$ cat src/hdl/overlapping_chunk_window_unit_assert.svh
// Assertion macros for the overlapping chunk window unit
`ifndef OVERLAPPING_CHUNK_WINDOW_UNIT_ASSERT_SVH
`define OVERLAPPING_CHUNK_WINDOW_UNIT_ASSERT_SVH
`ifndef NO_ASSERTIONS
`define OCW_ASSERT(lbl, prop) \
    lbl: assert property (@(posedge i_clk) disable iff (!i_rst_n) prop) \
        else $error("ocw assertion failed");
`define OCW_ASSERT_IMP(lbl, ante, cons) \
    lbl: assert property (@(posedge i_clk) disable iff (!i_rst_n) (ante) |-> (cons)) \
        else $error("ocw implication failed");
`else
`define OCW_ASSERT(lbl, prop)
`define OCW_ASSERT_IMP(lbl, ante, cons)
`endif
`endif

$ cat src/hdl/ocw_pkg.sv
// Shared constants and types for the overlapping chunk window unit
package ocw_pkg;

    localparam int FRAME_BITS_DEF = 32;
    localparam int HOP_BITS_DEF   = 16;

    localparam int CHUNK_LENGTH_RST = 256;
    localparam int HOP_SIZE_RST     = 192;

    typedef enum logic [1:0] {
        ST_OK       = 2'd0,
        ST_INVALID  = 2'd1,
        ST_INTERNAL = 2'd2
    } t_status;

    typedef enum logic {
        REG_CHUNK_LENGTH = 1'b0,
        REG_HOP_SIZE     = 1'b1
    } t_reg_idx;

endpackage

$ cat src/hdl/ocw_cell.sv
// One cell of the chain: a restoring divide step and a shift-add multiply step
module ocw_cell #(
    parameter int FRAME_BITS = ocw_pkg::FRAME_BITS_DEF,
    parameter int HOP_BITS   = ocw_pkg::HOP_BITS_DEF,
    parameter int STEP       = 0
) (
    input  logic                         i_clk,
    input  logic                         i_rst_n,
    input  logic                         i_vld,
    input  logic [FRAME_BITS-1:0]        i_frames,
    input  logic [FRAME_BITS-1:0]        i_idx,
    input  logic [HOP_BITS-1:0]          i_len,
    input  logic [HOP_BITS-1:0]          i_hop,
    input  logic                         i_bad,
    input  logic                         i_fit,
    input  logic [FRAME_BITS-1:0]        i_dvd,
    input  logic [HOP_BITS-1:0]          i_rem,
    input  logic [FRAME_BITS-1:0]        i_quo,
    input  logic [FRAME_BITS+HOP_BITS-1:0] i_prod,
    output logic                         o_vld,
    output logic [FRAME_BITS-1:0]        o_frames,
    output logic [FRAME_BITS-1:0]        o_idx,
    output logic [HOP_BITS-1:0]          o_len,
    output logic [HOP_BITS-1:0]          o_hop,
    output logic                         o_bad,
    output logic                         o_fit,
    output logic [FRAME_BITS-1:0]        o_dvd,
    output logic [HOP_BITS-1:0]          o_rem,
    output logic [FRAME_BITS-1:0]        o_quo,
    output logic [FRAME_BITS+HOP_BITS-1:0] o_prod
);

    localparam int PW = FRAME_BITS + HOP_BITS;

    logic                  r_vld;
    logic [FRAME_BITS-1:0] r_frames;
    logic [FRAME_BITS-1:0] r_idx;
    logic [HOP_BITS-1:0]   r_len;
    logic [HOP_BITS-1:0]   r_hop;
    logic                  r_bad;
    logic                  r_fit;
    logic [FRAME_BITS-1:0] r_dvd;
    logic [HOP_BITS-1:0]   r_rem;
    logic [FRAME_BITS-1:0] r_quo;
    logic [PW-1:0]         r_prod;

    logic [FRAME_BITS-1:0] n_dvd;
    logic [HOP_BITS-1:0]   n_rem;
    logic [FRAME_BITS-1:0] n_quo;
    logic [PW-1:0]         n_prod;

    if (STEP < FRAME_BITS) begin : g_div
        logic [HOP_BITS:0] trial;
        logic              ge;
        always_comb begin
            trial = {i_rem, i_dvd[FRAME_BITS-1]};
            ge    = (trial >= {1'b0, i_hop});
            n_rem = ge ? HOP_BITS'(trial - {1'b0, i_hop}) : trial[HOP_BITS-1:0];
            n_quo = {i_quo[FRAME_BITS-2:0], ge};
            n_dvd = {i_dvd[FRAME_BITS-2:0], 1'b0};
        end
    end else begin : g_div_pass
        assign n_rem = i_rem;
        assign n_quo = i_quo;
        assign n_dvd = i_dvd;
    end

    if (STEP < HOP_BITS) begin : g_mul
        assign n_prod = i_prod + (i_hop[STEP] ? (PW'(i_idx) << STEP) : '0);
    end else begin : g_mul_pass
        assign n_prod = i_prod;
    end

    always_ff @(posedge i_clk) begin
        if (!i_rst_n) begin
            r_vld <= 1'b0;
        end else begin
            r_vld <= i_vld;
        end
    end

    always_ff @(posedge i_clk) begin
        r_frames <= i_frames;
        r_idx    <= i_idx;
        r_len    <= i_len;
        r_hop    <= i_hop;
        r_bad    <= i_bad;
        r_fit    <= i_fit;
        r_dvd    <= n_dvd;
        r_rem    <= n_rem;
        r_quo    <= n_quo;
        r_prod   <= n_prod;
    end

    assign o_vld    = r_vld;
    assign o_frames = r_frames;
    assign o_idx    = r_idx;
    assign o_len    = r_len;
    assign o_hop    = r_hop;
    assign o_bad    = r_bad;
    assign o_fit    = r_fit;
    assign o_dvd    = r_dvd;
    assign o_rem    = r_rem;
    assign o_quo    = r_quo;
    assign o_prod   = r_prod;

endmodule

$ cat config.mk
export PLATFORM = sky130hd
export DESIGN_NAME = ocw_cell
export DESIGN_NICKNAME = d
export VERILOG_FILES = /design/src/hdl/overlapping_chunk_window_unit_assert.svh /design/src/hdl/ocw_pkg.sv /design/src/hdl/ocw_cell.sv
export SDC_FILE = /design/constraint.sdc
export NUM_CORES = 1
export LEC_CHECK = 0
export BUFFER_PORTS_ARGS = -buffer_cell sky130_fd_sc_hd__buf_2
export CAP_MARGIN = 20
export CORE_ASPECT_RATIO = 1.75
export CORE_MARGIN = 2
export CORE_UTILIZATION = 23
export CTS_CLUSTER_SIZE = 8
export DETAILED_ROUTE_END_ITERATION = 16
export PLACE_DENSITY_LB_ADDON = 0.12
export REMOVE_ABC_BUFFERS = 1
export SYNTH_ARGS = -nofsm -noshare
export SYNTH_HDL_FRONTEND = slang
export SYNTH_SLANG_ARGS = --single-unit
$ cat constraint.sdc
create_clock -name i_clk -period 3.6 [get_ports i_clk]
set_input_delay 0.72 -clock i_clk [delete_from_list [all_inputs] [get_ports i_clk]]
set_output_delay 0.72 -clock i_clk [all_outputs]
set_load 0.05 [all_outputs]
# == Word level (Yosys, flattened, before mapping) ==
# Cells that the tools add are included.
# totals
register_bits,226
in_bits,229
output_inout_bits,227
elab_cells,16
# op_classes
add_sub_neg,2
n_lt_le_gt_ge,1
muxes,2
# ops
operator,count
$add 48x32->48,1
$mux 32,1
$ge 17x16->1,1
$mux 16,1
$sub 16x16->16,1

# == Depth between registers and ports, before layout ==
# logic_depth
ltp_word,2
depth_mapped,13

# == Worst setup path after synthesis ==
# No wires, ideal clock.
# synth_path
kind,input to register
start,input port i_hop[0]
end,"register r_prod[38], in the netlist o_prod[38]"
arrival_time_ps,3197
required_time_ps,3528
setup_slack_ps,331
path_stages,13
n_path_buf,1
path_cell_list,clkbuf_1 and2_1 ha_1 fa_1 a21oi_1 o211ai_1 a221o_2 o2111ai_2 a32oi_1 and2b_1 nor4b_4 o21ai_0 xnor2_1
# synth_between
elab_chain_len,2
# synth_lines
item,line,rtl
from (decl),ocw_cell.sv:13,"input logic [HOP_BITS-1:0] i_hop,"
$mux 32,ocw_cell.sv:69,assign n_prod = i_prod + (i_hop[STEP] ? (PW'(i_idx) << STEP) : '0);
$add 48x32->48,ocw_cell.sv:69,
via n_prod[38],ocw_cell.sv:50,logic [PW-1:0] n_prod;
to (signal assigned),ocw_cell.sv:92,r_prod <= n_prod;
to (decl),ocw_cell.sv:45,logic [PW-1:0] r_prod;
# The timed path passes the listed nets, and every way through them passes these cells.
# A chain may end at the register's enable or synchronous reset.

# == Worst setup path in the final report ==
# layout_path
start,input port i_hop[0]
end,"register r_prod[42], in the netlist o_prod[42]"
# The elaborated chain is that of the path after synthesis.

==> run_results.csv <==
group,metric,value,unit
run_status,status,"finished, final reports clean",
pwr,total_leakage_power,5.803,nW
die,ios,456,
route,wire_per_inst,16.73,um
global_routing,grtUsageTotal,0.1485,
die,fp.dieH,245.4,um
critical_path,crit_top_cell,"buf_4",
die,initial_core_util,0.2326,
route,drtIter0Drc,114,
cells_and_area,final_cell_area,0.01164,sq mm
cts,cts.sinks,226,
route,dr_total_vias,6645,
cells_and_area,syn2layout_area_growth,52.03,%
pwr,power,7.348,mW
critical_path,slowest_stage,"nor4b_1",
cts,cts_buffer_depth,3,
hold_path,hold_path_class,"in2reg",
global_routing,first_global_vias,6926,
timing,final.period_utilization,0.8989,
logic_synthesis,synth_ff_type,"dfxtp_1",
route,wirelength,26.72,mm
timing,report.final.setup_viol,0,
global_routing,grt_overflow,0,
route,ant_nets,0,
timing,worstMarginPinSlew,0.4927,ns
timing,drv_slew,0,
timing,hold_viol,0,
critical_path,crit_type,"in2reg",
critical_path,crit_arrival,3.68,ns
cts,cts_buffers,34,
logic_synthesis,syn_inst,662,
die,die_area,0.03483,sq mm
cells_and_area,finalNetCount,1466,
placed_design,portBuffers,453,
logic_synthesis,yosysTopAreaCell,"dfxtp_1",
logic_synthesis,synth.avg_cell_area,11.57,sq um
placed_design,dp_hpwl,22.15,mm
logic_synthesis,synth_enable_flop_cells,0,
critical_path,required,4.04,ns
global_routing,antenna_found_initial,6,
logic_synthesis,yosysTopAreaCellShare,0.5908,
cts,cts-root-buf,"clkbuf_16",
cells_and_area,drive_gt1_frac,0.4748,
logic_synthesis,ys_types,62,
logic_synthesis,yosysSeqAreaShare,0.5908,
timing,tns,0,ns
cells_and_area,fillers,3374,
pwr,p_per_area,631.2,mW/mm^2
global_routing,grt_max_degree,14,
die,coreArea,0.03292,sq mm
die,fp-row-count,88,
job,maxCapViolCount,0,
logic_synthesis,syn_area,0.007657,sq mm
route,viasPerCell,4.161,
cells_and_area,final_core_util,0.3536,
cts,cts_setup_buffers,0,
critical_path,cp-start-kind,"input port",
critical_path,path_depth,16,
global_routing,grt_pass1_wl,38.83,mm
logic_synthesis,ys.warnings.count,0,
placed_design,placed_cell_area,0.01072,sq mm
pwr,max-vdd-ir-drop,0.0003506,V
timing,finalWorstSetupSlack,0.3639,ns
cts,tritoncts,"done",
route,drc,0,
timing,maxSlewHeadroom,0.6685,
cts,cts.clk_slew.worst_paths,0.05,ns
logic_synthesis,synth_seq_cells,226,
cts,h-tree-depth,2,
critical_path,worstSetupEndpointType,"flip-flop",
die,die_w,141.9,um
cts,ctsHoldBuffers,0,
critical_path,cp_top_family,"simple AND/OR/NAND/NOR gates",
logic_synthesis,async_flop_share,0,
critical_path,worstSetupEndpoint,"o_prod[42]$_DFF_P_",
route,drt_pass1_iterations,4,
cts,cts_resized,0,
timing,fmax,309.0,MHz
critical_path,cp-startpoint,"i_hop[0]",
timing,period_needed,3.236,ns
critical_path,path_cells,"buf_2 -> buf_12 -> buf_4 -> and2_1 -> ha_1 -> nand2_1 -> o21ai_0 -> buf_4 -> nor2_1 -> and3_1 -> a32oi_1 -> nand2b_1 -> o21ai_2 -> nor4b_1 -> buf_4 -> xor2_1",
critical_path,path_buf_inv,5,
placed_design,dp_slack,-0.2317,ns
critical_path,cpPeakStageDelay,0.39,ns
placed_design,place.gp.congestion,0.7897,
critical_path,cp_max_fo,13,
timing,rsz0062_at_grt,"false",
logic_synthesis,yosys-top-cells-area,"dfxtp_1 (59%), ha_1 (7.8%), xnor2_1 (4.6%)",
## per-stage QoR
stage	hold slack, ns	cells
after floorplan	0.7477	653
after global placement	0.8223	1556
after detailed placement	0.8236	1556
after CTS	0.2705	1595
after global routing	0.2745	1596
final	0.3056	1597
## per-layer routing
metal	part of all wire	track usage	up-vias
met3	0.087	0.04907	50
met4	0.027	0.05706	6
met1	0.35	0.1445	2961
met2	0.53	0.2850	306
met5	0.0014	0	-
li1	-	-	3322
## worst min-delay path by stage
stage          startpoint           endpoint  slack, ns  cells past startpoint
2_1_floorplan       i_bad      o_bad$_DFF_P_       0.75                      0
3_3_place_gp    i_quo[22]  o_quo[23]$_DFF_P_       0.82                      1
3_5_place_dp     i_quo[0]   o_quo[1]$_DFF_P_       0.82                      1
4_1_cts          i_quo[5]   o_quo[6]$_DFF_P_       0.27                      1
5_1_grt         i_quo[13]  o_quo[14]$_DFF_P_       0.27                      1
6_report         i_quo[5]   o_quo[6]$_DFF_P_       0.31                      1
## synth_stat cells, types with 5 or more instances
cell      number
a21oi_1       48
o21ai_0       25
mux2_2         6
nand2b_1       7
xor2_1        18
a21o_1        16
nand4_1        7
ha_1          48
nor2b_1        8
and3_1        10
and2_1        36
o21bai_1       6
xnor2_1       40
nor2_1        26
nand2_1       27
dfxtp_1      226
clkbuf_1       5
inv_1         23
nand3_1       14
a31oi_1        7
## registers in the layout (all words and copies together) (netlist names)
signal    count
o_vld         1
o_quo        32
o_dvd        31
o_hop        16
o_idx        32
o_frames     32
o_fit         1
o_prod       48
o_bad         1
o_rem        16
o_len        16
## cells by family after synthesis
| kind of cell | share of synthesized area |
|---|---|
| AO/OA/AOI/OAI | 0.1217 |
| XOR/XNOR | 0.06634 |
| adder cells (fa/ha/maj) | 0.08366 |
| buffers and inverters | 0.01961 |
| flip-flops | 0.5908 |
| multiplexers | 0.01078 |
| other | 0.0004897 |
| AND/OR/NAND/NOR | 0.1065 |
## placed cells by master (no fill, tap or decap), drive strengths merged, types with 3 or more instances in the layout
master,instances
clkbuf,35
dfxtp,226
nand2,27
and2,36
a31o,3
a2111oi,3
inv,25
nand4,7
buf,498
a211oi,4
ha,48
o21ai,28
a21oi,52
o21bai,6
and3,11
nor2,27
nand2b,7
nand3,14
xor2,18
o21a,3
mux2,7
a21o,17
a31oi,7
nor2b,8
xnor2,40
## layout make-up
cell class / count / area, sq um / area share
Timing Repair Buffer: 498 / 2618 / 0.2248
Clock inverter: 4 / 63.81 / 0.005481
Inverter: 23 / 86.33 / 0.007416
Sequential cell: 226 / 4524 / 0.3886
Tap cell: 405 / 506.7 / 0.04353
Multi-Input combinational cell: 404 / 2983 / 0.2562
Clock buffer: 35 / 854.6 / 0.07341
Antenna cell: 2 / 5.005 / 0.0004299
## power by group
group	total (mW)	internal [mW]	switching [mW]
combinational	1.75	0.507	1.24
clock	2.82	1.69	1.13
sequential	2.78	2.73	0.0536
Note: power is estimated with default switching activity, not from simulation.
